$ cat src/rtl/core/qacc_pkg.sv
// Package with the constants, payload types and helper functions of the quaternion accumulator.
package qacc_pkg;

  // Component format: signed fixed point, COMP_W bits with FRAC_W fraction bits.
  localparam int unsigned COMP_W = 16;
  localparam int unsigned FRAC_W = 12;

  // Accumulator for four products or four squares, kept as an even number of bits.
  localparam int unsigned ACC_W = 2 * COMP_W + 2;
  // Square root: one result bit per iteration over pairs of accumulator bits.
  localparam int unsigned SQ_N = ACC_W / 2;
  localparam int unsigned ROOT_W = COMP_W + 1;
  localparam int unsigned REM_W = COMP_W + 4;
  // Divider: the dividend is the scaled magnitude plus half the divisor.
  localparam int unsigned DV_W = COMP_W + FRAC_W + 1;
  localparam int unsigned DREM_W = ROOT_W + 1;
  // Width at which saturation is judged.
  localparam int unsigned WIDE_W = 2 * COMP_W + 4;
  // Four output components of four products each.
  localparam int unsigned MUL_STEPS = 16;
  localparam int unsigned STEP_MAX = (DV_W > SQ_N) ?
                                     ((DV_W > MUL_STEPS) ? DV_W : MUL_STEPS) :
                                     ((SQ_N > MUL_STEPS) ? SQ_N : MUL_STEPS);
  localparam int unsigned STEP_W = $clog2(STEP_MAX + 1);

  typedef logic signed [COMP_W-1:0] comp_t;

  // Component indexes as stored.
  localparam logic [1:0] IDX_X = 2'd0;
  localparam logic [1:0] IDX_Y = 2'd1;
  localparam logic [1:0] IDX_Z = 2'd2;
  localparam logic [1:0] IDX_W = 2'd3;

  // Saturation bounds sign-extended to the wide width.
  localparam logic signed [WIDE_W-1:0] CMAX_WIDE =
    {{(WIDE_W-COMP_W+1){1'b0}}, {(COMP_W-1){1'b1}}};
  localparam logic signed [WIDE_W-1:0] CMIN_WIDE = ~CMAX_WIDE;

  // The value one, reset value of the scalar part.
  localparam comp_t COMP_ONE = comp_t'(1) << FRAC_W;

  typedef enum logic [2:0] {
    OP_LOAD  = 3'd0,
    OP_ADD   = 3'd1,
    OP_SUB   = 3'd2,
    OP_MUL   = 3'd3,
    OP_CONJ  = 3'd4,
    OP_NORM  = 3'd5,
    OP_MAG   = 3'd6
  } opcode_e;

  typedef struct packed {
    logic [2:0] opcode;
    comp_t      operand_x;
    comp_t      operand_y;
    comp_t      operand_z;
    comp_t      operand_w;
  } in_item_t;

  typedef struct packed {
    comp_t             result_x;
    comp_t             result_y;
    comp_t             result_z;
    comp_t             result_w;
    logic [COMP_W-1:0] norm_value;
    logic              saturated;
    logic              zero_norm;
  } out_item_t;

  // One term of the Hamilton product: stored index, operand index, subtract flag.
  typedef struct packed {
    logic [1:0] pa;
    logic [1:0] ob;
    logic       neg;
  } mul_term_t;

  typedef struct packed {
    comp_t val;
    logic  hit;
  } clamp_t;

  // Term table: upper two bits pick the output component, lower two the term.
  function automatic mul_term_t mul_term(input logic [3:0] idx);
    mul_term_t t;
    case (idx)
      4'd0:    t = '{pa: IDX_W, ob: IDX_X, neg: 1'b0};
      4'd1:    t = '{pa: IDX_X, ob: IDX_W, neg: 1'b0};
      4'd2:    t = '{pa: IDX_Y, ob: IDX_Z, neg: 1'b0};
      4'd3:    t = '{pa: IDX_Z, ob: IDX_Y, neg: 1'b1};
      4'd4:    t = '{pa: IDX_W, ob: IDX_Y, neg: 1'b0};
      4'd5:    t = '{pa: IDX_Y, ob: IDX_W, neg: 1'b0};
      4'd6:    t = '{pa: IDX_Z, ob: IDX_X, neg: 1'b0};
      4'd7:    t = '{pa: IDX_X, ob: IDX_Z, neg: 1'b1};
      4'd8:    t = '{pa: IDX_W, ob: IDX_Z, neg: 1'b0};
      4'd9:    t = '{pa: IDX_Z, ob: IDX_W, neg: 1'b0};
      4'd10:   t = '{pa: IDX_X, ob: IDX_Y, neg: 1'b0};
      4'd11:   t = '{pa: IDX_Y, ob: IDX_X, neg: 1'b1};
      4'd12:   t = '{pa: IDX_W, ob: IDX_W, neg: 1'b0};
      4'd13:   t = '{pa: IDX_X, ob: IDX_X, neg: 1'b1};
      4'd14:   t = '{pa: IDX_Y, ob: IDX_Y, neg: 1'b1};
      default: t = '{pa: IDX_Z, ob: IDX_Z, neg: 1'b1};
    endcase
    return t;
  endfunction

  // Clamp a wide signed value to the component range and report a clamp.
  function automatic clamp_t clamp_comp(input logic signed [WIDE_W-1:0] v);
    clamp_t r;
    if (v > CMAX_WIDE) begin
      r.val = CMAX_WIDE[COMP_W-1:0];
      r.hit = 1'b1;
    end else if (v < CMIN_WIDE) begin
      r.val = CMIN_WIDE[COMP_W-1:0];
      r.hit = 1'b1;
    end else begin
      r.val = v[COMP_W-1:0];
      r.hit = 1'b0;
    end
    return r;
  endfunction

endpackage

$ cat src/rtl/core/quaternion_accumulator_alu.sv
// Quaternion accumulator with one shared multiplier, bit-serial square root and divider.
//
//   Channel  Direction  Handshake                 Payload
//   in       input      in_valid_i / in_stall_o   in_data_i  (in_item_t)
//   out      output     out_valid_o / out_stall_i out_data_o (out_item_t)
//
// Every transfer in produces exactly one transfer out. After each operation the
// magnitude is taken with four squares on the multiplier, a 17-step square root and
// one rounding step. Multiply first forms sixteen products on the one multiplier, and
// normalise first runs a square root plus four 29-step divisions, one per component.
// Reset loads the identity and empties the output register. in_stall_o is high while
// an item is worked on; a finished result waiting under out_stall_i in the output
// register does not hold off the next input transfer.
module quaternion_accumulator_alu
  import qacc_pkg::*;
(
  input  logic      clk_i,
  input  logic      rst_ni,
  input  logic      in_valid_i,
  output logic      in_stall_o,
  input  in_item_t  in_data_i,
  output logic      out_valid_o,
  input  logic      out_stall_i,
  output out_item_t out_data_o
);

  // Sequencer states.
  localparam logic [3:0] S_IDLE   = 4'd0;
  localparam logic [3:0] S_SIMPLE = 4'd1;
  localparam logic [3:0] S_MUL    = 4'd2;
  localparam logic [3:0] S_COMMIT = 4'd3;
  localparam logic [3:0] S_SQ     = 4'd4;
  localparam logic [3:0] S_ROOT   = 4'd5;
  localparam logic [3:0] S_RND    = 4'd6;
  localparam logic [3:0] S_DIVSET = 4'd7;
  localparam logic [3:0] S_DIV    = 4'd8;
  localparam logic [3:0] S_DIVEND = 4'd9;
  localparam logic [3:0] S_DONE   = 4'd10;

  logic [3:0]            state_q, state_d;
  logic [STEP_W-1:0]     step_q, step_d;
  logic [1:0]            comp_q, comp_d;
  logic                  phase_mag_q, phase_mag_d;
  logic [2:0]            op_q, op_d;
  comp_t                 q_q [4];
  comp_t                 q_d [4];
  comp_t                 nq_q [4];
  comp_t                 nq_d [4];
  comp_t                 opnd_q [4];
  comp_t                 opnd_d [4];
  logic signed [ACC_W-1:0] acc_q, acc_d;
  logic [REM_W-1:0]      rt_rem_q, rt_rem_d;
  logic [ROOT_W-1:0]     rt_root_q, rt_root_d;
  logic [ROOT_W-1:0]     div_r_q, div_r_d;
  logic [DV_W-1:0]       div_num_q, div_num_d;
  logic [ROOT_W-1:0]     div_rem_q, div_rem_d;
  logic                  sat_q, sat_d;
  logic                  zn_q, zn_d;
  logic [COMP_W-1:0]     norm_q, norm_d;
  logic                  out_valid_q, out_valid_d;
  out_item_t             out_q, out_d;

  // Shared multiplier and accumulator.
  mul_term_t                 term;
  logic [1:0]                sel_a;
  comp_t                     mul_a, mul_b;
  logic signed [2*COMP_W-1:0] prod;
  logic signed [ACC_W-1:0]   prod_x, term_v, acc_base, acc_sum;
  logic signed [ACC_W-1:0]   acc_rnd, acc_shr;
  clamp_t                    mul_c;
  logic [1:0]                mul_idx;

  assign term    = mul_term(step_q[3:0]);
  assign sel_a   = (state_q == S_MUL) ? term.pa : step_q[1:0];
  assign mul_a   = q_q[sel_a];
  assign mul_b   = (state_q == S_MUL) ? opnd_q[term.ob] : q_q[sel_a];
  assign prod    = mul_a * mul_b;
  assign prod_x  = $signed({{(ACC_W-2*COMP_W){prod[2*COMP_W-1]}}, prod});
  assign term_v  = ((state_q == S_MUL) && term.neg) ? -prod_x : prod_x;
  assign acc_base = (step_q[1:0] == 2'd0) ? '0 : acc_q;
  assign acc_sum = acc_base + term_v;

  // Rounding of a finished product sum: add one half, then floor shift.
  assign acc_rnd = acc_q + (ACC_W'(1) <<< (FRAC_W - 1));
  assign acc_shr = acc_rnd >>> FRAC_W;
  assign mul_c   = clamp_comp(WIDE_W'(acc_shr));
  assign mul_idx = step_q[3:2] - 2'd1;

  // Square root iteration on the pair of bits at the top of the accumulator.
  logic [REM_W-1:0]  rt_sh, rt_trial;
  logic              rt_ge;
  logic [ROOT_W-1:0] r_rnd;
  logic [COMP_W-1:0] norm_sat;
  logic              s_zero;

  assign rt_sh    = {rt_rem_q[REM_W-3:0], acc_q[ACC_W-1 -: 2]};
  assign rt_trial = REM_W'({rt_root_q, 2'b01});
  assign rt_ge    = rt_sh >= rt_trial;
  assign r_rnd    = rt_root_q + ROOT_W'(rt_rem_q > REM_W'(rt_root_q));
  assign norm_sat = r_rnd[ROOT_W-1] ? '1 : r_rnd[COMP_W-1:0];
  assign s_zero   = (rt_root_q == '0) && (rt_rem_q == '0);

  // Divider set-up and restoring step.
  comp_t                   dv_c;
  logic [COMP_W-1:0]       dv_abs;
  logic [DV_W-1:0]         dv_num0;
  logic [DREM_W-1:0]       dv_sh, dv_diff;
  logic                    dv_ge;
  logic signed [WIDE_W-1:0] dv_mag, dv_val;
  clamp_t                  dv_c_cl;

  assign dv_c    = q_q[comp_q];
  assign dv_abs  = dv_c[COMP_W-1] ? (~dv_c + 1'b1) : dv_c;
  assign dv_num0 = (DV_W'(dv_abs) << FRAC_W) + DV_W'(div_r_q >> 1);
  assign dv_sh   = {div_rem_q, div_num_q[DV_W-1]};
  assign dv_diff = dv_sh - DREM_W'(div_r_q);
  assign dv_ge   = dv_sh >= DREM_W'(div_r_q);
  assign dv_mag  = $signed({{(WIDE_W-DV_W){1'b0}}, div_num_q});
  assign dv_val  = dv_c[COMP_W-1] ? -dv_mag : dv_mag;
  assign dv_c_cl = clamp_comp(dv_val);

  // Add, subtract and conjugate on every component at once; a conjugate keeps the scalar part.
  clamp_t simp_c [4];
  logic signed [WIDE_W-1:0] ps_w [4];
  logic signed [WIDE_W-1:0] os_w [4];

  always_comb begin
    for (int i = 0; i < 4; i++) begin
      ps_w[i] = WIDE_W'(q_q[i]);
      os_w[i] = WIDE_W'(opnd_q[i]);
      case (op_q)
        OP_ADD:  simp_c[i] = clamp_comp(ps_w[i] + os_w[i]);
        OP_SUB:  simp_c[i] = clamp_comp(ps_w[i] - os_w[i]);
        OP_CONJ: simp_c[i] = clamp_comp(-ps_w[i]);
        default: simp_c[i] = '{val: q_q[i], hit: 1'b0};
      endcase
    end
  end

  // Sequencer.
  always_comb begin
    state_d     = state_q;
    step_d      = step_q;
    comp_d      = comp_q;
    phase_mag_d = phase_mag_q;
    op_d        = op_q;
    q_d         = q_q;
    nq_d        = nq_q;
    opnd_d      = opnd_q;
    acc_d       = acc_q;
    rt_rem_d    = rt_rem_q;
    rt_root_d   = rt_root_q;
    div_r_d     = div_r_q;
    div_num_d   = div_num_q;
    div_rem_d   = div_rem_q;
    sat_d       = sat_q;
    zn_d        = zn_q;
    norm_d      = norm_q;
    out_valid_d = out_valid_q && out_stall_i;
    out_d       = out_q;

    case (state_q)
      S_IDLE: begin
        if (in_valid_i) begin
          op_d            = in_data_i.opcode;
          opnd_d[IDX_X]   = in_data_i.operand_x;
          opnd_d[IDX_Y]   = in_data_i.operand_y;
          opnd_d[IDX_Z]   = in_data_i.operand_z;
          opnd_d[IDX_W]   = in_data_i.operand_w;
          nq_d            = q_q;
          sat_d           = 1'b0;
          zn_d            = 1'b0;
          phase_mag_d     = 1'b0;
          step_d          = '0;
          if (in_data_i.opcode == OP_MUL) begin
            state_d = S_MUL;
          end else if (in_data_i.opcode == OP_NORM) begin
            state_d = S_SQ;
          end else begin
            state_d = S_SIMPLE;
          end
        end
      end

      S_SIMPLE: begin
        if (op_q == OP_LOAD) begin
          nq_d = opnd_q;
        end else begin
          for (int i = 0; i < 4; i++) begin
            if ((op_q != OP_CONJ) || (i != int'(IDX_W))) begin
              nq_d[i] = simp_c[i].val;
              sat_d   = sat_d | simp_c[i].hit;
            end
          end
        end
        state_d = S_COMMIT;
      end

      // One product a cycle; a finished sum is rounded in the cycle after its last product.
      S_MUL: begin
        if (step_q != STEP_W'(MUL_STEPS)) begin
          acc_d = acc_sum;
        end
        if ((step_q != '0) && (step_q[1:0] == 2'd0)) begin
          nq_d[mul_idx] = mul_c.val;
          sat_d         = sat_q | mul_c.hit;
        end
        if (step_q == STEP_W'(MUL_STEPS)) begin
          state_d = S_COMMIT;
        end else begin
          step_d = step_q + 1'b1;
        end
      end

      S_COMMIT: begin
        q_d         = nq_q;
        phase_mag_d = 1'b1;
        step_d      = '0;
        state_d     = S_SQ;
      end

      // Sum of squares of the stored quaternion.
      S_SQ: begin
        acc_d = acc_sum;
        if (step_q == STEP_W'(3)) begin
          step_d    = '0;
          rt_rem_d  = '0;
          rt_root_d = '0;
          state_d   = S_ROOT;
        end else begin
          step_d = step_q + 1'b1;
        end
      end

      S_ROOT: begin
        rt_rem_d  = rt_ge ? (rt_sh - rt_trial) : rt_sh;
        rt_root_d = {rt_root_q[ROOT_W-2:0], rt_ge};
        acc_d     = acc_q <<< 2;
        if (step_q == STEP_W'(SQ_N - 1)) begin
          state_d = S_RND;
        end else begin
          step_d = step_q + 1'b1;
        end
      end

      S_RND: begin
        if (phase_mag_q) begin
          norm_d  = norm_sat;
          state_d = S_DONE;
        end else if (s_zero) begin
          zn_d    = 1'b1;
          state_d = S_COMMIT;
        end else begin
          div_r_d = r_rnd;
          comp_d  = '0;
          state_d = S_DIVSET;
        end
      end

      S_DIVSET: begin
        div_num_d = dv_num0;
        div_rem_d = '0;
        step_d    = '0;
        state_d   = S_DIV;
      end

      // One quotient bit a cycle.
      S_DIV: begin
        div_rem_d = dv_ge ? dv_diff[ROOT_W-1:0] : dv_sh[ROOT_W-1:0];
        div_num_d = {div_num_q[DV_W-2:0], dv_ge};
        if (step_q == STEP_W'(DV_W - 1)) begin
          state_d = S_DIVEND;
        end else begin
          step_d = step_q + 1'b1;
        end
      end

      S_DIVEND: begin
        nq_d[comp_q] = dv_c_cl.val;
        sat_d        = sat_q | dv_c_cl.hit;
        if (comp_q == IDX_W) begin
          state_d = S_COMMIT;
        end else begin
          comp_d  = comp_q + 1'b1;
          state_d = S_DIVSET;
        end
      end

      // Hand the result to the output register once it is free.
      S_DONE: begin
        if (!out_valid_q || !out_stall_i) begin
          out_valid_d        = 1'b1;
          out_d.result_x     = q_q[IDX_X];
          out_d.result_y     = q_q[IDX_Y];
          out_d.result_z     = q_q[IDX_Z];
          out_d.result_w     = q_q[IDX_W];
          out_d.norm_value   = norm_q;
          out_d.saturated    = sat_q;
          out_d.zero_norm    = zn_q;
          state_d            = S_IDLE;
        end
      end

      default: begin
        state_d = S_IDLE;
      end
    endcase
  end

  // Control state and the stored quaternion.
  always_ff @(posedge clk_i or negedge rst_ni) begin
    if (!rst_ni) begin
      state_q     <= S_IDLE;
      step_q      <= '0;
      comp_q      <= '0;
      phase_mag_q <= 1'b0;
      out_valid_q <= 1'b0;
      q_q[IDX_X]  <= '0;
      q_q[IDX_Y]  <= '0;
      q_q[IDX_Z]  <= '0;
      q_q[IDX_W]  <= COMP_ONE;
    end else begin
      state_q     <= state_d;
      step_q      <= step_d;
      comp_q      <= comp_d;
      phase_mag_q <= phase_mag_d;
      out_valid_q <= out_valid_d;
      q_q         <= q_d;
    end
  end

  // Datapath registers.
  always_ff @(posedge clk_i) begin
    op_q      <= op_d;
    nq_q      <= nq_d;
    opnd_q    <= opnd_d;
    acc_q     <= acc_d;
    rt_rem_q  <= rt_rem_d;
    rt_root_q <= rt_root_d;
    div_r_q   <= div_r_d;
    div_num_q <= div_num_d;
    div_rem_q <= div_rem_d;
    sat_q     <= sat_d;
    zn_q      <= zn_d;
    norm_q    <= norm_d;
    out_q     <= out_d;
  end

  assign in_stall_o  = (state_q != S_IDLE);
  assign out_valid_o = out_valid_q;
  assign out_data_o  = out_q;

endmodule

$ cat config.mk
export PLATFORM = sky130hd
export DESIGN_NAME = quaternion_accumulator_alu
export DESIGN_NICKNAME = d
export VERILOG_FILES = /design/src/rtl/core/qacc_pkg.sv /design/src/rtl/core/quaternion_accumulator_alu.sv
export SDC_FILE = /design/constraint.sdc
export NUM_CORES = 2
export LEC_CHECK = 0
export BUFFER_PORTS_ARGS = -buffer_cell sky130_fd_sc_hd__buf_4
export CAP_MARGIN = 20
export CORE_UTILIZATION = 40
export CTS_BUF_LIST = sky130_fd_sc_hd__clkbuf_8
export DETAILED_ROUTE_END_ITERATION = 8
export GPL_TIMING_DRIVEN = 0
export PLACE_DENSITY = 0.56
export SLEW_MARGIN = 0
export SYNTH_ARGS = -nofsm -noshare
export SYNTH_HDL_FRONTEND = slang
export SYNTH_SLANG_ARGS = --single-unit
$ cat constraint.sdc
create_clock -name clk_i -period 11.3 [get_ports clk_i]
set_input_delay 1.13 -clock clk_i [delete_from_list [all_inputs] [get_ports clk_i]]
set_output_delay 1.13 -clock clk_i [all_outputs]
set_load 0.05 [all_outputs]
==> results.yml <==
placement:
  dp_hpwl_um: 160000
  numPortBuffers: 154
  gp_congestion: 1.08
synthesis:
  yosys_register_bits: 442
  synthArstFlopShare_pct: 17.4
  yosys_most_used_dff: "edfxtp_1"
  syn-cell-area_mm2: 0.0468
  synth_edf_count: 365
  synthDistinctLibCells: 106
  ys_warn_count: 0
  syn_inst: 5280
  avgSynthCellArea_um2: 8.87
  seq_area_frac_synth_pct: 27.5
  syn_nets: 5934
cts:
  cts_made_buffers: 87
  clk_pin_slew_ns: 0.06
  cts_root_buffer: "clkbuf_8"
  clock-sinks: 442
  cts_hold_buffers: 0
  cts_htree_levels: 3
  clock_latency_ns: 0.82
  cts_tree: "built"
  cts_max_path_buffers: 3
timing:
  fin_skew_ns: 0.0437
  finalHoldViolCount: 0
  slew_violations: 0
  maxSlewHeadroom_pct: 11.4
  fin_crit_sh_pct: 97.2
  fin_setup_tns_ns: 0
  period_needed_ns: 10.98
  worst_pin_slew_ns: 1.33
  rsz0062_at_grt: "true"
  final-setup-viol-count: 0
  fmax_ghz: 0.0910
die:
  io_pins: 155
  core_mm2: 0.116
  die-width_um: 344
  dieHeight_um: 344
  fp.dieArea_mm2: 0.118
  start_util_pct: 40.3
  rows: 125
grt:
  grt_pass1_wl_um: 291000
  grt_usage_pct: 33.8
  antenna_found_initial: 17
  grt_pass1_vias: 42300
  gr-total-overflow: 0
  grt_max_degree: 55
setup_path:
  ff2ff_setup_slack_ns: 0.32
  path_class: "flip-flop to flip-flop"
  crit_buf_inv: 9
  worstPathRequired_ns: 11.84
  max_stage_delay_ns: 0.62
  worstSetupStartpointType: "flip-flop"
  critPathMostFrequentCell: "fa_1"
  crit_family: "adder cells"
  crit_slowest_cell: "mux4_2"
  crit_path_end_kind: "flip-flop"
  critical_path_arrival_ns: 11.53
  cp_max_fo: 9
detailed_routing:
  via_count: 43800
  postRouteWirelength_um: 202000
  wl_per_cell_um: 27.8
  drt-initial-drc-count: 4886
  via_per_inst: 6.03
  route.detailed.drc: 11
  ant_nets: 0
  first_pass_iters: 9
flow_run:
  drv_cap: 0
outcome:
  status: "complete, but fails checks"
  violations: "DRC"
hold_path:
  hp-class: "input port to async pin"
finish:
  drive_gt1_share_pct: 14.3
  area_growth_syn_to_layout_pct: 16.2
  layout_commonest_cell: "inv_1"
  nFillCells: 11300
  layout_common_cells: "570 x inv_1, 547 x nor2_1, 415 x nand2_1"
  final_net_count: 6311
[synthesized netlist by cell type (all sizes together), types with 16 or more instances]
| library cell | instances | area [um2] |
|---|---|---|
| ha | 310 | 3880 |
| nand2 | 422 | 1580 |
| a222oi | 24 | 240 |
| mux4 | 34 | 766 |
| or3 | 39 | 244 |
| a21oi | 337 | 1710 |
| o21bai | 30 | 225 |
| nand3 | 86 | 440 |
| o21a | 59 | 443 |
| xor2 | 112 | 981 |
| mux2i | 70 | 701 |
| fa | 273 | 5470 |
| o22ai | 39 | 244 |
| a22oi | 28 | 210 |
| or4 | 24 | 180 |
| a21boi | 16 | 120 |
| and3 | 35 | 219 |
| nor4 | 39 | 280 |
| buf | 37 | 181 |
| nand4 | 29 | 181 |
| or2 | 43 | 269 |
| nor2b | 92 | 576 |
| o211ai | 28 | 210 |
| a221oi | 34 | 310 |
| o31ai | 48 | 374 |
| nor3b | 20 | 160 |
| edfxtp | 365 | 11000 |
| xnor2 | 207 | 1810 |
| nand2b | 67 | 419 |
| dfrtp | 76 | 1900 |
| a211oi | 53 | 403 |
| inv | 557 | 2090 |
| mux2 | 66 | 743 |
| o221ai | 23 | 201 |
| a21o | 53 | 398 |
| a2111oi | 18 | 189 |
| and2 | 36 | 225 |
| nor2 | 555 | 2080 |
| nor3 | 119 | 612 |
| o21ai | 332 | 1660 |
| o41ai | 16 | 163 |
| a31oi | 57 | 378 |
| clkbuf | 201 | 756 |
[repair_timing]
item                       4_1_cts  5_1_grt
buffers inserted                65       33
hold endpoints to repair         0        0
setup endpoints to repair       21        9
resized for setup              214      122
pin swaps                       35       54
gates cloned                     1        0
[flip-flops by register name (all words and copies together) (netlist names)]
register     count
div_num_q       29
norm_q          16
div_r_q         17
phase_mag_q      1
opnd_q          64
zn_q             1
comp_q           2
op_q             3
out_valid_o      1
ps_w            64
div_rem_q       17
step_q           5
nq_q            64
acc_q           34
rt_rem_q        20
state_q          4
sat_q            1
rt_root_q       17
out_data_o      82
[stage by stage]
| stage | cells | utilization (%) | area (um2) | worst slack (ns) | hold slack (ns) |
|---|---|---|---|---|---|
| after global routing | 7258 | 46.8 | 54400 | -0.155 | 0.245 |
| final | 7261 | 46.9 | 54400 | 0.317 | 0.269 |
| after detailed placement | 6994 | 43.4 | 50400 | -2.67 | 0.405 |
| after floorplan | 5280 | - | 46800 | 0.00549 | 0.400 |
| after global placement | 6958 | 43.0 | 49900 | -3.07 | 0.404 |
| after CTS | 7220 | 46.2 | 53600 | 0.000773 | 0.216 |
[per-layer routing]
| layer | track usage (%) | part of all wire (%) | up-vias |
|---|---|---|---|
| met5 | 0 | 0.025 | - |
| met4 | 21.5 | 7.6 | 10 |
| met3 | 7.22 | 8.6 | 621 |
| met2 | 52.1 | 44 | 2212 |
| met1 | 43.1 | 40 | 21500 |
| li1 | - | - | 19500 |
[final cells by class]
| cell class | instances | area, um2 | area share [%] |
|---|---|---|---|
| diodes | 8 | 20.0 | 0.0368 |
| plain buffers | 236 | 1160 | 2.14 |
| clock buffers | 91 | 1250 | 2.30 |
| clock inverters | 70 | 586 | 1.08 |
| inverters | 557 | 2110 | 3.87 |
| multi-input cells | 4043 | 32100 | 59.0 |
| flip-flops and latches | 442 | 12900 | 23.7 |
| well taps | 1524 | 1910 | 3.51 |
| repair buffers | 290 | 2400 | 4.41 |
[cell families (layout without fill, tap and decap cells)]
family | count (synthesis) | in the layout | share of synthesized area (%)
compound gates | 1342 | 1342 | 18.9
xor+xnor | 319 | 319 | 5.97
fa+ha+maj | 584 | 584 | 20.0
buf+inv | 795 | 1244 | 6.47
flops | 442 | 442 | 27.5
mux | 170 | 170 | 4.72
other cells | 0 | 8 | 0
simple gates | 1628 | 1628 | 16.4
[worst paths after layout]
check / startpoint / end / depth (start not counted)
worst min-delay path: rst_ni / ps_w[86] / 1
max in group asynchronous: rst_ni / step_q[1] / 2
worst max-delay path: step_q[0] / acc_q[33] / 45
min in group clk_i: norm_q[11] / out_data_o[13] / 0
worst max register to register: step_q[0] / acc_q[33] / 45
worst min register to register: norm_q[11] / out_data_o[13] / 0
Power is not shown: default switching activity piles up to over one toggle a cycle in this logic, so the estimate is an artifact.
